==> src/hw/rtl/lpi_pkg.sv <==
// Shared types and defaults for the line pair intersection block.
// No dependencies; every other file in hw/rtl imports this package.
package lpi_pkg;

    localparam int COORD_BITS_DEF = 16;  // default coordinate width
    localparam int IN_FIELD_W     = 16;  // width of one input field in tdata
    localparam int OUT_COORD_W    = 32;  // width of one result coordinate

    // control that rides along the divider chain
    typedef struct packed {
        logic vld;    // stage holds an item
        logic hit;    // cross product nonzero
        logic neg_x;  // sign of the x offset term
        logic neg_y;  // sign of the y offset term
    } lpi_ctl_t;

endpackage

==> src/hw/rtl/lpi_round.sv <==
// Final sign fix, round half to even and 32-bit saturation of one coordinate.
// Depends on lpi_pkg (output width).
module lpi_round #(
    parameter int COORD_BITS = lpi_pkg::COORD_BITS_DEF
) (
    input  logic                          hit,
    input  logic                          neg,
    input  logic signed [COORD_BITS-1:0]  base,
    input  logic [3*COORD_BITS:0]         quo,
    input  logic [2*COORD_BITS:0]         rem,
    input  logic [2*COORD_BITS:0]         den,
    output logic [lpi_pkg::OUT_COORD_W-1:0] coord
);
    import lpi_pkg::*;

    localparam int QW   = 3 * COORD_BITS + 1;
    localparam int DENW = 2 * COORD_BITS + 1;
    localparam int QXW  = QW + 42;
    localparam int VW   = 44;

    logic [QXW-1:0]       qx;
    logic                 sat, odd, up;
    logic signed [VW-1:0] vm, v, v2, v3;
    logic [DENW-1:0]      rr;
    logic [DENW:0]        r2;

    always_comb begin
        qx  = QXW'(quo);
        sat = qx > (QXW'(1) << 40);
        vm  = signed'({3'b000, qx[40:0]});
        if (neg && (rem != '0)) begin
            v  = -(vm + VW'(1));
            rr = den - rem;
        end else if (neg) begin
            v  = -vm;
            rr = rem;
        end else begin
            v  = vm;
            rr = rem;
        end
        v2  = v + VW'(base);
        odd = v2[0];
        r2  = {rr, 1'b0};
        up  = (r2 > {1'b0, den}) || ((r2 == {1'b0, den}) && odd);
        v3  = v2 + (up ? VW'(1) : VW'(0));
        priority if (!hit) begin
            coord = '0;
        end else if (sat) begin
            coord = neg ? 32'h8000_0000 : 32'h7FFF_FFFF;
        end else if (v3 > 44'sd2147483647) begin
            coord = 32'h7FFF_FFFF;
        end else if (v3 < -44'sd2147483648) begin
            coord = 32'h8000_0000;
        end else begin
            coord = v3[OUT_COORD_W-1:0];
        end
    end

endmodule

==> config.mk <==
export PLATFORM = sky130hd
export DESIGN_NAME = lpi_round
export DESIGN_NICKNAME = d
export VERILOG_FILES = /design/src/hw/rtl/lpi_pkg.sv /design/src/hw/rtl/lpi_round.sv
export SDC_FILE = /design/constraint.sdc
export NUM_CORES = 1
export LEC_CHECK = 0
export BUFFER_PORTS_ARGS = -buffer_cell sky130_fd_sc_hd__buf_2
export CORE_MARGIN = 2
export CORE_UTILIZATION = 40
export DETAILED_ROUTE_END_ITERATION = 12
export GPL_TIMING_DRIVEN = 0
export PLACE_DENSITY_LB_ADDON = 0.15
export SLEW_MARGIN = 25
export SYNTH_ARGS = -nofsm -noshare
export SYNTH_HDL_FRONTEND = slang
export SYNTH_SLANG_ARGS = --single-unit
==> constraint.sdc <==
create_clock -name vclk -period 19.5
set_clock_uncertainty 0.15 [all_clocks]
set_input_delay 5.85 -clock vclk [all_inputs]
set_output_delay 5.85 -clock vclk [all_outputs]
set_load 0.02 [all_outputs]
# Word level (Yosys, flattened, before mapping)
# Cells that the tools add are included.
classes:
  addsub: 6
  mul: 0
  div_mod_pow: 0
  n_lt_le_gt_ge: 4
  n_eq_ne: 1
  shift: 0
  mux: 9
  n_bitwise: 0
  reduce_logical: 4
ops:
  columns: ["operator", "count"]
  rows:
  - ["$mux W32", 5]
  - ["$mux W44", 2]
  - ["$gt A49 B41 Y1 const B", 1]
  - ["$add A44 B16 Y44", 1]
  - ["$add A44 B2 Y44", 1]
  - ["$gt A44 B32 Y1 const B", 1]
  - ["$lt A44 B32 Y1 const B", 1]
  - ["$neg A41 Y44", 1]
  - ["$neg A42 Y44", 1]
  - ["$add A41 B1 Y42 const B", 1]
  - ["$eq A34 B33 Y1", 1]
  - ["$gt A34 B33 Y1", 1]
  - ["$mux W33", 1]
  - ["$reduce_bool A33 Y1", 1]
  - ["$sub A33 B33 Y33", 1]
  - ["$logic_and A1 B1 Y1", 2]
  - ["$logic_or A1 B1 Y1", 1]
  - ["$mux W1", 1]
word_totals:
  reg_bits: 0
  latchBits: 0
  mem_bits_rw: 0
  mem_bits_ro: 0
  in_bits: 133
  output_inout_bits: 32
  elab_cells: 24
  mem_count: 0

# Depth between registers and ports, before layout
# Gate-level depths: netlist of run 1.
logic_depth:
  word_depth: 13
  depth_mapped: 41

# Worst setup path before layout of run 1
# OpenSTA, ideal clock, no wires.
synth_timing:
  path_kind: "input-to-output"
  start: "in rem[2]"
  end: "out coord[10] in the netlist's numbering"
  t_arrival_ns: 12.977
  path_slack_ns: 0.523
  stages: 38
  path_buffers: 3
  path_cell_list: "inv_1 -> ha_1 -> nor2b_1 -> o21ai_0 -> a21boi_0 -> o21ai_0 -> o21ai_0 -> a2111oi_0 -> o311a_1 -> o31ai_1 -> o41a_1 -> a31oi_1 -> xor2_1 -> o21ai_0 -> ha_1 -> nor2b_1 -> o21ai_0 -> nand2b_1 -> (+2 left out) -> a21oi_1 -> a31o_2 -> nand2_1 -> ha_1 -> nand3_1 -> or4b_4 -> nor4_4 -> and3_1 -> buf_2 -> nand4_2 -> or3_1 -> buf_2 -> or3_1 -> mux2i_1 -> a2111oi_2 -> o21ai_4 -> buf_6 -> o21ai_2"
synth_via:
  elab_chain_len: 13
  elab_cells_between_ends: 18
  cone_classes: "3 x add/sub; 3 x order compare; 1 x eq/ne; 7 x mux; 4 x reduce/logical"
synth_rtl:
  columns: ["item", "line", "text"]
  rows:
  - ["start: declaration", "lpi_round.sv:10", "input logic [2*COORD_BITS:0] rem,"]
  - ["parallel branches: the longest is 7 deep, another holds $gt A34 B33 Y1", null, null]
  - ["$add A44 B2 Y44 (*)", "lpi_round.sv:45", "v3 = v2 + (up ? VW'(1) : VW'(0));"]
  - ["$lt A44 B32 Y1", "lpi_round.sv:52", "end else if (v3 < -44'sd2147483648) begin"]
  - ["$mux W32", "lpi_round.sv:52", null]
  - ["$mux W32 (*)", "lpi_round.sv:50", "end else if (v3 > 44'sd2147483647) begin"]
  - ["$mux W32 (*)", "lpi_round.sv:48", "end else if (sat) begin"]
  - ["$mux W32 (*)", "lpi_round.sv:46", "priority if (!hit) begin"]
  - ["end: declaration", "lpi_round.sv:12", "output logic [lpi_pkg::OUT_COORD_W-1:0] coord"]
# Mark *: on every way between the ends.

# Final worst setup path of run 1
layout_timing:
  start: "in rem[1]"
  end: "out coord[3] in the netlist's numbering"
# Same word-level chain as after synthesis.

==> results.sh, run 1 <==
export IMPL_vias=8699
export IMPL_yosys_area_top_type_share_pct=17.76
export IMPL_worst_path_largest_cell_delay_ns=0.58
export IMPL_yosysWarnings=0
export IMPL_grt_usage_pct=22.83
export IMPL_cap_viol_max_count=0
export IMPL_path_class="input port to output port"
export IMPL_setup_violations_final=0
export IMPL_drtIter0Drc=336
export IMPL_start_util_pct=41.16
export IMPL_synth_area_leaders="ha_1 18%, xnor2_1 11%, o21ai_0 5.3%, xor2_1 5.0%, nand2_1 4.8%"
export IMPL_required_ns=13.50
export IMPL_fmax_mhz=52.00
export IMPL_hold_end="coord[31]"
export IMPL_dr_pass1_iters=5
export IMPL_worstMarginPinSlew_ns=0.7273
export IMPL_cp_max_fo=6
export IMPL_hold_depth=3
export IMPL_powerDensity_mw_per_mm2=43.52
export IMPL_yosysTopAreaCell="ha_1"
export IMPL_hold_start="hit"
export IMPL_viasPerCell=5.506
export IMPL_p_leak_nw=4.366
export IMPL_drt_wl_total_mm=24.46
export IMPL_wl_per_cell_um=15.48
export IMPL_syn_inst=1124
export IMPL_grt_max_degree=30
export IMPL_fin_crit_sh_pct=98.62
export IMPL_place_inst=1548
export IMPL_nFlopsAndLatches=0
export IMPL_setup_worst_path_start_class="input port"
export IMPL_area_growth_pct=24.78
export IMPL_die_h_um=143.2
export IMPL_rows=50
export IMPL_worstHoldPathType="input port to output port"
export IMPL_antenna_found_initial=5
export IMPL_grt_pass1_vias=8205
export IMPL_final_nets=1562
export IMPL_fp_dieArea_mm2=0.02050
export IMPL_slowest_stage="or4b_4"
export IMPL_syn_nets=1369
export IMPL_status="finished clean"
export IMPL_cts_hold_buf=0
export IMPL_syn_area_mm2=0.007750
export IMPL_worst_hold_slack_ns=11.89
export IMPL_final_hold_viol_count=0
export IMPL_crit_path_frequent_cell="buf_6"
export IMPL_clkbuf_count=0
export IMPL_register_area_um2=0
export IMPL_cp_arrival_ns=13.23
export IMPL_final_cells=1580
export IMPL_drive_gt1_share_pct=25.02
export IMPL_slew_violations=0
export IMPL_globalRouteOverflowTotal=0
export IMPL_core_mm2=0.01883
export IMPL_finalCriticalPeriod_ns=19.23
export IMPL_max_slew_margin_rel_pct=50.90
export IMPL_place_congestion=0.8718
export IMPL_grt_pass1_wl_mm=39.05
export IMPL_port_buffers=164
export IMPL_place_hpwl_mm=20.61
export IMPL_drc=0
export IMPL_synth_seq_area_share_pct=0
export IMPL_yosysUniqueCellTypes=89
export IMPL_rsz0062_at_grt="true"
export IMPL_ios=165
export IMPL_die_w_um=143.2
export IMPL_ant_nets=0
export IMPL_avgSynthCellArea_um2=6.895
export IMPL_crit_path_end_kind="output port"
export IMPL_ir_drop_v=0.00001371
-- cell families after synthesis --
kind of cell               share of synthesized area (%)
xor gates and xnor gates                           16.03
buffers and inverters                              6.958
muxes                                             0.6781
adders and majority gates                          18.28
AOI/OAI and AO/OA                                  31.89
and+or+nand+nor                                    26.17
-- power by group --
part	leakage (nW)	switching, mW	internal [mW]
sequential	0	0	0
combinational	4.37	0.246	0.175
clock	0.0000317	0	0.0000000344
-- worst max-delay path, delay by kind of cell --
family | cells | cell delay, ns
AO/OA/AOI/OAI | 17 | 3.37
XOR/XNOR | 1 | 0.14
AND/OR/NAND/NOR | 11 | 2.36
buffers and inverters | 5 | 0.56
adder cells (fa/ha/maj) | 3 | 0.73
multiplexers | 1 | 0.20
-- what timing repair did --
action | 4_1_cts | 5_1_grt
gates resized for setup | 88 | 59
gates cloned | 2 | 0
pin swaps | 27 | 29
endpoints found under the setup margin | 32 | 31
buffers inserted | 18 | 11
-- cell usage after synthesis (all sizes together), types with 7 or more instances --
library cell / count
o21ai: 120
ha: 110
nand2: 99
xnor2: 97
inv: 92
a21oi: 76
nor2: 64
xor2: 44
a21o: 43
nand3: 34
nand4: 32
nor3: 24
o31ai: 22
buf: 19
clkbuf: 19
nor4: 19
nand2b: 16
a31oi: 14
and2: 12
or2: 12
and3: 11
o21a: 11
or3: 10
nor2b: 9
or4: 9
o21bai: 8
o41ai: 8
a211oi: 7
-- cell usage in the layout (no fill, tap or decap), types with 7 or more instances in the layout --
master    instances
buf_2           144
ha_1            104
nand2_1          98
xnor2_1          95
inv_1            91
o21ai_0          74
a21oi_1          67
nor2_1           63
xor2_1           44
a21o_1           43
buf_4            37
nand3_1          33
o21ai_2          30
nand4_1          29
buf_6            26
o31ai_1          18
nor3_1           17
clkbuf_1         16
nand2b_1         16
nor4_1           15
a31oi_1          13
and2_1           12
o21a_1           11
and3_1           10
or2_2             9
o21ai_1           9
o41ai_1           8
a21oi_2           8
o21bai_1          8
or3_1             7
nor2b_1           7
o21ai_4           7
-- routing by layer --
layer | vias to the layer above | wire [um] | GRT usage (%)
met4 | 2 | 291 | 3.544
met2 | 178 | 12280 | 42.21
met1 | 3966 | 10950 | 29.20
li1 | 4533 | - | -
met5 | - | 11 | 0
met3 | 20 | 927 | 1.878
-- metrics by stage --
stage	instance area, um^2	setup TNS, ns	worst slack (ns)	power [mW]	utilization (%)
global route	9666	-3.856	-0.1556	0.4674	51.33
global placement	8896	-33.58	-1.093	0.3782	47.24
finish	9671	0	0.2683	0.4209	51.36
floorplan	7750	0	0.5232	0.2915	-
detailed placement	8896	-36.56	-1.186	0.3805	47.24
CTS	9402	-0.05673	-0.01292	0.4049	49.93
-- final cells by class --
type	count	area (um^2)
fill	1971	9160
multi-input combinational	994	7565
timing repair buffer	194	1225
inverter	92	347.8
tap	260	325.3
buffer	35	195.2
antenna	5	12.51
-- worst max-delay path by stage --
stage	from	to	slack (ns)	cells past startpoint
floorplan	rem[2]	coord[10]	0.52	38
global placement	rem[1]	coord[8]	-1.09	39
detailed placement	rem[1]	coord[10]	-1.19	39
CTS	rem[1]	coord[10]	-0.01	40
global route	rem[0]	coord[5]	-0.16	39
finish	rem[1]	coord[3]	0.27	38
No activity file was read; power rests on OpenSTA's default activity.
==> run 2, diff against run 1 <==
Settings changed: CORE_MARGIN 2 to 4.
Clock period 19.5 ns to 19.3 ns, I/O delays scaled along.
==> results.sh, run 2 (same netlist as run 1, synthesis figures left out) <==
export IMPL_cp_max_fo=6
export IMPL_rsz0062_at_grt="true"
export IMPL_start_util_pct=41.02
export IMPL_ir_drop_v=0.00001463
export IMPL_crit_path_end_kind="output port"
export IMPL_final_nets=1581
export IMPL_multi_input_area_mm2=0.007717
export IMPL_fin_crit_sh_pct=99.18
export IMPL_finalCriticalPeriod_ns=19.14
export IMPL_worstHoldPathType="input port to output port"
export IMPL_core_mm2=0.01889
export IMPL_register_area_um2=0
export IMPL_fmax_mhz=52.24
export IMPL_drtIter0Drc=354
export IMPL_hold_end="coord[31]"
export IMPL_grt_max_degree=30
export IMPL_drt_wl_total_mm=25.06
export IMPL_slew_violations=0
export IMPL_place_ws_ns=-1.224
export IMPL_hold_depth=3
export IMPL_rows=50
export IMPL_required_ns=13.36
export IMPL_nFlopsAndLatches=0
export IMPL_setup_slack_ns=0.1574
export IMPL_grt_pass1_vias=8183
export IMPL_post_route_util_pct=53.24
export IMPL_port_buffers=164
export IMPL_p_leak_nw=4.525
export IMPL_hold_start="hit"
export IMPL_slowest_stage="or4b_4"
export IMPL_ant_nets=0
export IMPL_cap_viol_max_count=0
export IMPL_stdcell_area_mm2=0.01006
export IMPL_viasPerCell=5.519
export IMPL_status="finished clean"
export IMPL_dpl_cell_area_mm2=0.008896
export IMPL_ios=165
export IMPL_mostFrequentLayoutCells="140 x buf_2, 105 x ha_1, 98 x nand2_1"
export IMPL_area_growth_pct=29.79
export IMPL_antenna_found_initial=7
export IMPL_vias=8820
export IMPL_place_congestion=0.9163
export IMPL_place_hpwl_mm=20.99
export IMPL_cts_hold_buf=0
export IMPL_power_mw=0.4435
export IMPL_layout_commonest_cell="buf_2"
export IMPL_max_slew_margin_rel_pct=50.19
export IMPL_powerDensity_mw_per_mm2=44.09
export IMPL_cp_arrival_ns=13.20
export IMPL_drc=0
export IMPL_crit_path_frequent_cell="o21ai_2"
export IMPL_wl_per_cell_um=15.68
export IMPL_clkbuf_count=0
export IMPL_die_w_um=147.2
export IMPL_path_class="input port to output port"
export IMPL_fp_dieArea_mm2=0.02167
export IMPL_grt_pass1_wl_mm=39.90
export IMPL_fill_cells=1920
export IMPL_final_hold_viol_count=0
export IMPL_worst_path_largest_cell_delay_ns=0.58
export IMPL_die_h_um=147.2
export IMPL_setup_worst_path_start_class="input port"
export IMPL_grt_usage_pct=21.43
export IMPL_setup_tns_ns=0
export IMPL_drive_gt1_share_pct=26.39
export IMPL_dr_pass1_iters=5
export IMPL_worstMarginPinSlew_ns=0.7403
export IMPL_globalRouteOverflowTotal=0
export IMPL_setup_violations_final=0
-- run 2: cell types whose count changed in the layout (fill, tap and decap cells not counted), sizes merged --
| cell | change |
|---|---|
| clkbuf | +1 |
| diode | -1 |
| buf | +18 |
-- run 2: worst max path at each step --
stage / from / end / slack (ns) / cells past startpoint
floorplan: rem[2] / coord[10] / 0.44 / 38
global placement: rem[1] / coord[10] / -1.25 / 39
detailed placement: rem[1] / coord[10] / -1.22 / 40
CTS: den[0] / coord[29] / -0.02 / 39
global route: den[0] / coord[6] / -0.19 / 42
finish: den[0] / coord[6] / 0.16 / 42
-- run 2: layout make-up --
class	instances	area share (%)
tap	260	3.234
timing repair buffer	211	14.11
inverter	92	3.458
antenna	4	0.09951
buffer	37	2.376
multi-input combinational	994	76.73
-- run 2: per-stage QoR --
| step | hold WS, ns | instances |
|---|---|---|
| 2_1_floorplan | 11.61 | 1124 |
| 3_3_place_gp | 11.76 | 1548 |
| 3_5_place_dp | 11.77 | 1548 |
| 4_1_cts | 11.77 | 1581 |
| 5_1_grt | 11.78 | 1598 |
| 6_report | 11.76 | 1598 |
-- run 2: per-layer routing --
| layer | vias up | wire length, um | global-route usage (%) |
|---|---|---|---|
| li1 | 4559 | - | - |
| met1 | 4052 | 11230 | 27.64 |
| met2 | 181 | 12550 | 39.95 |
| met3 | 22 | 966 | 1.635 |
| met4 | 6 | 284 | 2.656 |
| met5 | - | 23 | 0 |
-- run 2: timing repair --
| action | CTS | global route |
|---|---|---|
| cloned | 1 | 1 |
| pin swaps | 31 | 41 |
| resized for setup | 95 | 90 |
| endpoints found under the setup margin | 32 | 31 |
| setup buffers | 32 | 13 |
-- run 2: where the power goes --
part / total [mW] / internal, mW / leakage (nW) / switching, mW
clock: 0.0000000278 / 0.0000000278 / 0.0000254 / 0
combinational: 0.443 / 0.186 / 4.53 / 0.257
sequential: 0 / 0 / 0 / 0
-- run 2: critical path, delay by kind of cell --
kind	cells	cell delay [ns]
AO/OA/AOI/OAI	19	3.02
XOR/XNOR	1	0.13
adder cells (fa/ha/maj)	4	1.01
buffers and inverters	6	0.72
multiplexers	1	0.20
AND/OR/NAND/NOR	11	2.30
