===== src/hw/rtl/lpi_pkg.sv =====
// Shared types and defaults for the line pair intersection block.
// No dependencies; every other file in hw/rtl imports this package.
package lpi_pkg;

    localparam int COORD_BITS_DEF = 16;  // default coordinate width
    localparam int IN_FIELD_W     = 16;  // width of one input field in tdata
    localparam int OUT_COORD_W    = 32;  // width of one result coordinate

    // control that rides along the divider chain
    typedef struct packed {
        logic vld;    // stage holds an item
        logic hit;    // cross product nonzero
        logic neg_x;  // sign of the x offset term
        logic neg_y;  // sign of the y offset term
    } lpi_ctl_t;

endpackage


===== src/hw/rtl/lpi_div_cell.sv =====
// One cell of the restoring divider chain: resolves one quotient bit for x and y lanes.
// Depends on lpi_pkg (control struct).
module lpi_div_cell #(
    parameter int DEN_W  = 33,
    parameter int Q_W    = 49,
    parameter int BIT    = 48,
    parameter int SIDE_W = 32
) (
    input  logic                    aclk,
    input  logic                    aresetn,
    input  logic                    en,
    input  lpi_pkg::lpi_ctl_t       ctl_in,
    input  logic [SIDE_W-1:0]       side_in,
    input  logic [DEN_W-1:0]        den_in,
    input  logic [Q_W-1:0]          nq_x_in,
    input  logic [Q_W-1:0]          nq_y_in,
    input  logic [DEN_W-1:0]        rem_x_in,
    input  logic [DEN_W-1:0]        rem_y_in,
    output lpi_pkg::lpi_ctl_t       ctl_out,
    output logic [SIDE_W-1:0]       side_out,
    output logic [DEN_W-1:0]        den_out,
    output logic [Q_W-1:0]          nq_x_out,
    output logic [Q_W-1:0]          nq_y_out,
    output logic [DEN_W-1:0]        rem_x_out,
    output logic [DEN_W-1:0]        rem_y_out
);
    import lpi_pkg::*;

    logic [DEN_W:0]   tx, ty, dx, dy;
    logic             ge_x, ge_y;
    logic [DEN_W-1:0] rem_x_next, rem_y_next;
    logic [Q_W-1:0]   nq_x_next, nq_y_next;
    lpi_ctl_t         ctl_reg;
    logic [SIDE_W-1:0] side_reg;
    logic [DEN_W-1:0] den_reg, rem_x_reg, rem_y_reg;
    logic [Q_W-1:0]   nq_x_reg, nq_y_reg;

    // shift in the numerator bit; it is replaced by the quotient bit
    always_comb begin
        tx   = {rem_x_in, nq_x_in[BIT]};
        ty   = {rem_y_in, nq_y_in[BIT]};
        ge_x = tx >= {1'b0, den_in};
        ge_y = ty >= {1'b0, den_in};
        dx   = tx - {1'b0, den_in};
        dy   = ty - {1'b0, den_in};
        rem_x_next = ge_x ? dx[DEN_W-1:0] : tx[DEN_W-1:0];
        rem_y_next = ge_y ? dy[DEN_W-1:0] : ty[DEN_W-1:0];
        nq_x_next = nq_x_in;
        nq_y_next = nq_y_in;
        nq_x_next[BIT] = ge_x;
        nq_y_next[BIT] = ge_y;
    end

    always_ff @(posedge aclk) begin
        if (!aresetn) begin
            ctl_reg <= '0;
        end else if (en) begin
            ctl_reg <= ctl_in;
        end
    end

    always_ff @(posedge aclk) begin
        if (en) begin
            side_reg  <= side_in;
            den_reg   <= den_in;
            nq_x_reg  <= nq_x_next;
            nq_y_reg  <= nq_y_next;
            rem_x_reg <= rem_x_next;
            rem_y_reg <= rem_y_next;
        end
    end

    assign ctl_out   = ctl_reg;
    assign side_out  = side_reg;
    assign den_out   = den_reg;
    assign nq_x_out  = nq_x_reg;
    assign nq_y_out  = nq_y_reg;
    assign rem_x_out = rem_x_reg;
    assign rem_y_out = rem_y_reg;

endmodule


===== config.mk =====
export PLATFORM = sky130hd
export DESIGN_NAME = lpi_div_cell
export DESIGN_NICKNAME = d
export VERILOG_FILES = /design/src/hw/rtl/lpi_pkg.sv /design/src/hw/rtl/lpi_div_cell.sv
export SDC_FILE = /design/constraint.sdc
export NUM_CORES = 1
export LEC_CHECK = 0
export BUFFER_PORTS_ARGS = -buffer_cell sky130_fd_sc_hd__buf_2
export CELL_PAD_IN_SITES_DETAIL_PLACEMENT = 1
export CELL_PAD_IN_SITES_GLOBAL_PLACEMENT = 1
export CORE_ASPECT_RATIO = 0.6
export CORE_UTILIZATION = 40
export DETAILED_ROUTE_END_ITERATION = 10
export GPL_TIMING_DRIVEN = 0
export PLACE_DENSITY_LB_ADDON = 0.1
export SYNTH_ARGS = -nofsm -noshare
export SYNTH_HDL_FRONTEND = slang
export SYNTH_SLANG_ARGS = --single-unit

===== constraint.sdc =====
create_clock -name aclk -period 7.95 [get_ports aclk]
set_input_delay 0 -clock aclk [delete_from_list [all_inputs] [get_ports aclk]]
set_output_delay 0 -clock aclk [all_outputs]
set_load 0.01 [all_outputs]

* Word level (Yosys, flattened, before mapping)
Cells that the tools add are included.
** Word-level totals
- Bits in registers :: 233
- Output and inout bits :: 233
** Operators by class
- Add/subtract/negate cells :: 2
- Order comparisons :: 2
- Mux-type cells :: 2
** Operators with widths (number)
- $ge 34x33->1 :: 2
- $mux 33 :: 2
- $sub 33x33->33 :: 2

* Depth between registers and ports, before layout
Gate-level depths: netlist of the first run.
- Depth in word-level cells :: 2
- Depth in mapped cells :: 14

* Worst setup path after synthesis of the first run
No wires, ideal clock.
- Path type :: input to register
- From :: in nq_y_in[48]
- To :: reg rem_y_reg[10] (netlist: rem_y_out[10]), data pin
- Required time :: 7.690 ns
- Stages :: 14
- Path slack :: 5.018 ns
- Data arrival time :: 2.672 ns
- Path buffers :: 1
- Path through :: inv_1 > ha_1 > inv_1 > fa_1 > a21o_1 > a221oi_2 > nand2_1 > a21bo_2 > a211oi_4 > o31ai_2 > a21oi_4 > inv_4 > buf_6 > mux2_4
** On the way
- Longest elaborated chain between the ends :: 2
** Ends and longest elaborated chain
- from (decl) :: line lpi_div_cell.sv:16 : input logic [Q_W-1:0] nq_y_in,
- $sub 33x33->33 / $ge 34x33->1 (equally long branches) :: line lpi_div_cell.sv:45, lpi_div_cell.sv:43
- $mux 33 (*) :: line lpi_div_cell.sv:47 : rem_y_next = ge_y ? dy[DEN_W-1:0] : ty[DEN_W-1:0];
- net rem_y_next[10] :: line lpi_div_cell.sv:31 : logic [DEN_W-1:0] rem_x_next, rem_y_next;
- to (signal assigned) :: line lpi_div_cell.sv:69 : rem_y_reg <= rem_y_next;
- to (decl) :: line lpi_div_cell.sv:35 : logic [DEN_W-1:0] den_reg, rem_x_reg, rem_y_reg;
Mark *: on every way through the listed nets, which the timed path passes. The rest lies on a longest branch.
A chain may end at the register's enable or synchronous reset.

* Worst setup path after layout of the first run
- From :: in nq_y_in[48]
- To :: reg rem_y_reg[20] (netlist: rem_y_out[20]), data pin
** On the way
- Longest elaborated chain between the ends :: 2
** Ends and longest elaborated chain
- $ge 34x33->1 :: line lpi_div_cell.sv:43 : ge_y = ty >= {1'b0, den_in};
- net ge_y :: line lpi_div_cell.sv:30 : logic ge_x, ge_y;
- $mux 33 :: line lpi_div_cell.sv:47
- net rem_y_next[20] :: line lpi_div_cell.sv:31
The timed path passes the listed nets, and every way through them passes these cells.

==> impl_metrics.csv, run 1 <==
group,metric,value,unit
detailed_routing,wl_per_cell,23.5,microns
die,die_w,224,microns
critical_path,path_buf_inv,6,
grt,antenna_found_initial,2,
pwr,p_leak,7.89,nW
die,dieArea,30200,sq um
clock_tree,root_buffer,"clkbuf_16",
critical_path,critPathMaxStageDelay,0.63,ns
clock_tree,clock_latency,0.53,ns
grt,overflow,0,
timing,fin_skew,0,ns
pwr,power.internal,0.00253,W
finish,nFillCells,3099,
yosys,ys_warn_count,0,
clock_tree,cts_tree,"done",
critical_path,critPathMostFrequentCell,"inv_1",
detailed_routing,routed-via-count,10700,
grt,grt_use_total,0.312,
pwr,p_per_area,201,nW/um^2
die,rows,48,
yosys,ys_types,69,
timing,max_slew.worst_pin.slew,1.22,ns
finish,drive_gt1_frac,0.349,
die,start_util,0.409,
critical_path,setup.worst_path.end_class,"flop",
yosys,avgSynthCellArea,13.1,sq um
pwr,p_sw,0.00105,W
run,max-cap-violations,0,
clock_tree,clk_pin_slew,0.07,ns
detailed_routing,drc,0,
place,io_buffer_count,468,
yosys,async_flop_share,0,
min_path,hp-class,"input pin to flop",
yosys,syn_area,11800,sq um
yosys,synth-seq-cells,233,
run_status,status,"completed",
clock_tree,cts_buffers,24,
yosys,seq_area_frac_synth,0.589,
pwr,p_seq_frac,0.431,
critical_path,cp_slowest_cell,"a221oi_2",
place,gp_congestion,0.862,
detailed_routing,vias_per_cell,5.20,
timing,max_freq,0.246,GHz
die,core,28900,sq um
die,fp.dieH,135,microns
clock_tree,post-cts-setup-buffers,0,
timing,fin_setup_tns,0,ns
critical_path,crit_chain,"dlygate4sd3_1 -> buf_2 -> inv_1 -> ha_1 -> inv_1 -> fa_1 -> a21o_1 -> a221oi_2 -> nand2_1 -> a21bo_2 -> a211oi_4 -> o31ai_2 -> a21oi_4 -> inv_4 -> buf_6 -> mux2_4",
yosys,syn_inst,899,
finish,area_growth,50.6,%
pwr,combPwrFrac,0.247,
critical_path,path_max_fanout,10,
timing,hold_viol,0,
critical_path,cp.required,8.23,ns
detailed_routing,drt_wl_total,48.2,mm
yosys,ys.flop_type,"edfxtp_1",
critical_path,arrival,4.34,ns
detailed_routing,drt_iter0_drc,718,
yosys,synth_edf_count,229,
pwr,ir_worst_vdd,146,uV
clock_tree,clock-sinks,233,
grt,grt_first_pass_wirelength,70.2,mm
timing,setup_violations,0,
timing,period_minus_slack,4.06,ns
detailed_routing,detail_route.first_pass.iterations,5,
pwr,total_power,0.00358,W
yosys,synth_fp_nets,1203,
timing,drv_slew,0,
pwr,clkPwrFrac,0.321,
clock_tree,cts_max_level,1,
grt,grt_max_degree,124,
finish,multiInputGateArea,4490,sq um
die,io_pins,469,
timing,post-route-period-util,0.511,
clock_tree,clk_path_buf_depth,3,
detailed_routing,drtAntennaViolNets,0,
pwr,swShare,0.294,
critical_path,crit_type,"input pin to flop",
finish,nets,1930,
critical_path,startpoint_type,"input pin",
place,dp_hpwl,30.6,mm
grt,grt_pass1_vias,11300,
critical_path,crit_family,"compound AO/OA/AOI/OAI gates",
finish,seqCellArea,6960,sq um
timing,max_slew_margin,0.182,
timing,rsz0062_at_grt,"no",
-- worst paths after layout --
check	slack (ns)	to	cells after the start	startpoint
worst min register to register	0.55	ctl_out[1]	2	ctl_out[1]
worst max register to register	6.74	ctl_out[0]	3	ctl_out[0]
worst min-delay path	0.01	nq_x_out[4]	1	en
worst max-delay path	3.89	rem_y_out[20]	16	nq_y_in[48]
-- cell type report --
cell class              count  share of cell area
flip-flops and latches    233               0.391
repair buffers            701               0.265
multi-input cells         583               0.252
clock buffers              32              0.0367
well taps                 400              0.0282
inverters                  61              0.0133
plain buffers              22             0.00690
clock inverters            12             0.00584
diodes                      4            0.000563
-- through the flow --
| step | cells | util | hold slack [ns] | area [sq um] | setup WS, ns |
|---|---|---|---|---|---|
| after floorplan | 899 | - | 0.0989 | 11800 | 5.02 |
| after global placement | 1767 | 0.507 | 0.176 | 14600 | 3.57 |
| after detailed placement | 1768 | 0.508 | 0.178 | 14700 | 4.03 |
| after CTS | 2044 | 0.615 | 0.0269 | 17800 | 4.05 |
| after global routing | 2045 | 0.615 | 0.0692 | 17800 | 3.82 |
| final | 2048 | 0.615 | 0.0124 | 17800 | 3.89 |
-- logic make-up (layout without fill, tap and decap cells) --
| group | count (synthesis) | after routing | share of synthesized area |
|---|---|---|---|
| and+or+nand+nor | 186 | 186 | 0.0790 |
| xor gates and xnor gates | 48 | 48 | 0.0356 |
| adders and majority gates | 68 | 68 | 0.0734 |
| muxes | 54 | 54 | 0.0611 |
| DFF | 233 | 233 | 0.589 |
| other | 0 | 4 | 0 |
| buffers and inverters | 83 | 828 | 0.0304 |
| AOI/OAI and AO/OA | 227 | 227 | 0.131 |
-- Yosys cell counts (17+ instances only) --
cell type | n | area [sq um]
a21o_1 | 36 | 270
a21oi_1 | 62 | 310
clkbuf_1 | 17 | 63.8
edfxtp_1 | 229 | 6880
ha_1 | 66 | 826
inv_1 | 59 | 221
mux2_4 | 32 | 480
nand2_1 | 42 | 158
nand3_1 | 18 | 90.1
nor2_1 | 48 | 180
o21ai_0 | 33 | 165
xnor2_1 | 33 | 289
-- timing repair --
item	CTS	global route
endpoints found under the hold margin	231	0
resized for setup	0	0
hold buffers	232	0
-- layer usage --
| layer | GRT usage | vias up | share of wire |
|---|---|---|---|
| met3 | 0.0766 | 55 | 0.068 |
| met1 | 0.381 | 5311 | 0.41 |
| met5 | 0 | - | 0 |
| met2 | 0.560 | 398 | 0.51 |
| met4 | 0.0643 | 0 | 0.018 |
| li1 | - | 4894 | - |
-- cells in the final DEF (no fill, tap or decap), types with 4 or more instances in the layout --
cell           count
buf_2            468
dlygate4sd3_1    232
edfxtp_1         229
ha_1              66
a21oi_1           62
inv_1             59
nor2_1            48
nand2_1           42
a21o_1            36
o21ai_0           33
xnor2_1           33
mux2_4            32
clkbuf_16         25
clkbuf_1          24
nand3_1           18
nor3_1            16
mux2_2            16
xor2_1            15
nand4_1           12
o21a_1            12
and3_1            11
a31oi_1           11
o31ai_1           11
nor2b_1           10
o211ai_1           8
a211oi_1           7
or2_2              6
o21bai_1           6
mux2i_1            6
a21boi_0           5
diode_2            4
a211o_1            4
nand2b_1           4
o31a_1             4
dfxtp_1            4
-- power by group through the flow --
stage               Sequential, W  Combinational, W  Clock (W)
global placement          0.00156          0.000741          0
detailed placement        0.00156          0.000758          0
global route              0.00155          0.000947    0.00120
CTS                       0.00153          0.000856    0.00114
floorplan                 0.00163          0.000364          0
finish                    0.00154          0.000885    0.00115
-- sequential cells by signal, indices dropped and copies added (netlist names) --
| register | cells |
|---|---|
| den_out | 33 |
| rem_y_out | 33 |
| side_out | 32 |
| rem_x_out | 33 |
| nq_y_out | 49 |
| nq_x_out | 49 |
| ctl_out | 4 |
Power figures use the tool's default switching activity.
==> run 2: changes to the inputs <==
--- a/config.mk
+++ b/config.mk
@@ -9,7 +9,7 @@
 export CELL_PAD_IN_SITES_DETAIL_PLACEMENT = 1
 export CELL_PAD_IN_SITES_GLOBAL_PLACEMENT = 1
 export CORE_ASPECT_RATIO = 0.6
-export CORE_UTILIZATION = 40
+export CORE_UTILIZATION = 38
 export DETAILED_ROUTE_END_ITERATION = 10
 export GPL_TIMING_DRIVEN = 0
 export PLACE_DENSITY_LB_ADDON = 0.1
==> constraint.sdc (replaced) <==
create_clock -name aclk -period 4.1 [get_ports aclk]
set_input_delay 0 -clock aclk [delete_from_list [all_inputs] [get_ports aclk]]
set_output_delay 0 -clock aclk [all_outputs]
set_load 0.01 [all_outputs]
==> impl_metrics.csv, run 2 (synthesized netlist as in run 1, its figures left out) <==
group,metric,value,unit
grt,grt_max_degree,125,
critical_path,cp.required,4.36,ns
clock_tree,cts_max_level,1,
critical_path,reg2reg_slack,2.91,ns
clock_tree,cts_tree,"done",
grt,overflow,0,
clock_tree,cts_buffers,24,
timing,max_slew.worst_pin.slew,1.15,ns
min_path,holdPathEnd,"nq_y_out[12]",
critical_path,arrival,4.05,ns
die,rows,49,
pwr,p_per_area,395,nW/um^2
finish,drive_gt1_frac,0.352,
min_path,hp-start,"en",
clock_tree,clock-sinks,233,
pwr,p_leak,7.92,nW
critical_path,reg2reg_to,"ctl_out[3]",
critical_path,setup.worst_path.end_class,"flop",
clock_tree,clock_latency,0.54,ns
timing,post-route-period-util,0.924,
finish,design_area,17900,sq um
place,dpl_cell_area,14700,sq um
run,max-cap-violations,0,
timing,hold_viol,0,
die,core,30200,sq um
detailed_routing,detail_route.first_pass.iterations,5,
timing,max_freq,0.264,GHz
die,fp.dieH,139,microns
critical_path,startpoint_type,"input pin",
detailed_routing,routed-via-count,10600,
finish,mostFrequentLayoutCell,"buf_2",
detailed_routing,drt_iter0_drc,658,
timing,period_minus_slack,3.79,ns
grt,grt_first_pass_wirelength,69.1,mm
clock_tree,clk_path_buf_depth,3,
timing,max_slew_margin,0.228,
critical_path,path_max_fanout,5,
min_path,hp-class,"input pin to flop",
critical_path,crit_type,"input pin to flop",
clock_tree,root_buffer,"clkbuf_16",
grt,antenna_found_initial,8,
finish,nFillCells,3210,
min_path,hold_depth,1,
finish,stdcell_count,2059,
timing,fin_skew,0,ns
place,gp_congestion,0.844,
pwr,total_power,0.00705,W
die,io_pins,469,
finish,multiInputGateArea,4500,sq um
finish,area_growth,51.4,%
die,die_w,230,microns
detailed_routing,vias_per_cell,5.17,
place,place_inst,1776,
clock_tree,clk_pin_slew,0.07,ns
pwr,ir_worst_vdd,265,uV
place,dp_hpwl,31.5,mm
timing,setup_violations,0,
finish,layout_common_cells,"468 x buf_2, 232 x dlygate4sd3_1, 229 x edfxtp_1",
detailed_routing,drt_wl_total,47.0,mm
timing,drv_slew,0,
detailed_routing,drc,0,
clock_tree,post-cts-setup-buffers,0,
place,io_buffer_count,468,
grt,grt_pass1_vias,11200,
die,start_util,0.390,
detailed_routing,drtAntennaViolNets,0,
finish,nets,1930,
critical_path,r2r_start,"ctl_out[3]",
finish,seqCellArea,6960,sq um
die,dieArea,31800,sq um
critical_path,ff2ff_path_depth,3,
grt,grt_use_total,0.289,
detailed_routing,wl_per_cell,22.8,microns
run_status,status,"completed",
finish,fin_util,0.591,
timing,rsz0062_at_grt,"no",
==> run 2: cell count changes in the layout (fill, tap and decap cells not counted), sizes merged <==
| cell | change |
|---|---|
| inv | -2 |
| diode | +3 |
| bufinv | +2 |
| clkbuf | -2 |
| clkinv | +2 |
==> run 2: worst max-delay path by stage <==
stage / from / endpoint / cells past startpoint
5_1_grt: den_in[3] / rem_y_out[31] / 12
2_1_floorplan: nq_y_in[48] / rem_y_out[10] / 14
6_report: den_in[3] / rem_y_out[31] / 12
3_5_place_dp: nq_y_in[48] / rem_y_out[11] / 15
4_1_cts: nq_y_in[48] / rem_y_out[11] / 16
3_3_place_gp: en / ctl_out[0] / 4
==> run 2: area by class of cell <==
| cell class | instances | area share |
|---|---|---|
| antenna | 7 | 0.000981 |
| buffer | 22 | 0.00686 |
| clock buffer | 30 | 0.0366 |
| clock inverter | 14 | 0.00890 |
| inverter | 61 | 0.0132 |
| multi-input combinational | 583 | 0.252 |
| sequential | 233 | 0.389 |
| tap | 408 | 0.0286 |
| timing repair buffer | 701 | 0.263 |
==> run 2: power breakdown <==
part / switching [W] / internal [W] / total (W)
logic: 0.000917 / 0.000791 / 0.00171
clock network: 0.00103 / 0.00133 / 0.00236
registers: 0.0000786 / 0.00291 / 0.00299
==> run 2: routing by layer <==
| metal | vias up | routed length (microns) | GRT usage |
|---|---|---|---|
| li1 | 4904 | - | - |
| met1 | 5277 | 19800 | 0.367 |
| met2 | 395 | 22800 | 0.490 |
| met3 | 68 | 3310 | 0.0767 |
| met4 | 4 | 1010 | 0.0667 |
| met5 | - | 27 | 0 |
==> run 2: worst max-delay path, cell delays in order <==
cell and delay [ns]:
dlygate4sd3_1 0.54, buf_2 0.12, inv_1 0.08, ha_1 0.38, and3_1 0.41, o211ai_1 0.33, a311oi_1 0.53, nor3_1 0.19
nor4_2 0.51, o2111ai_1 0.22, and4_1 0.25, o31ai_1 0.48
==> run 2: timing repair <==
item,in CTS,in global routing
setup endpoints to repair,0,17
gates resized for setup,0,2
hold buffers,232,0
endpoints found under the hold margin,231,0
==> run 2: metrics by stage <==
step	TNS (ns)	hold slack [ns]	setup slack (ns)
after floorplan	0	0.0989	1.17
after global placement	-35.33	0.176	-0.344
after detailed placement	0	0.178	0.204
after CTS	0	0.0496	0.206
after global routing	0	0.0574	0.136
final	0	0.0110	0.310
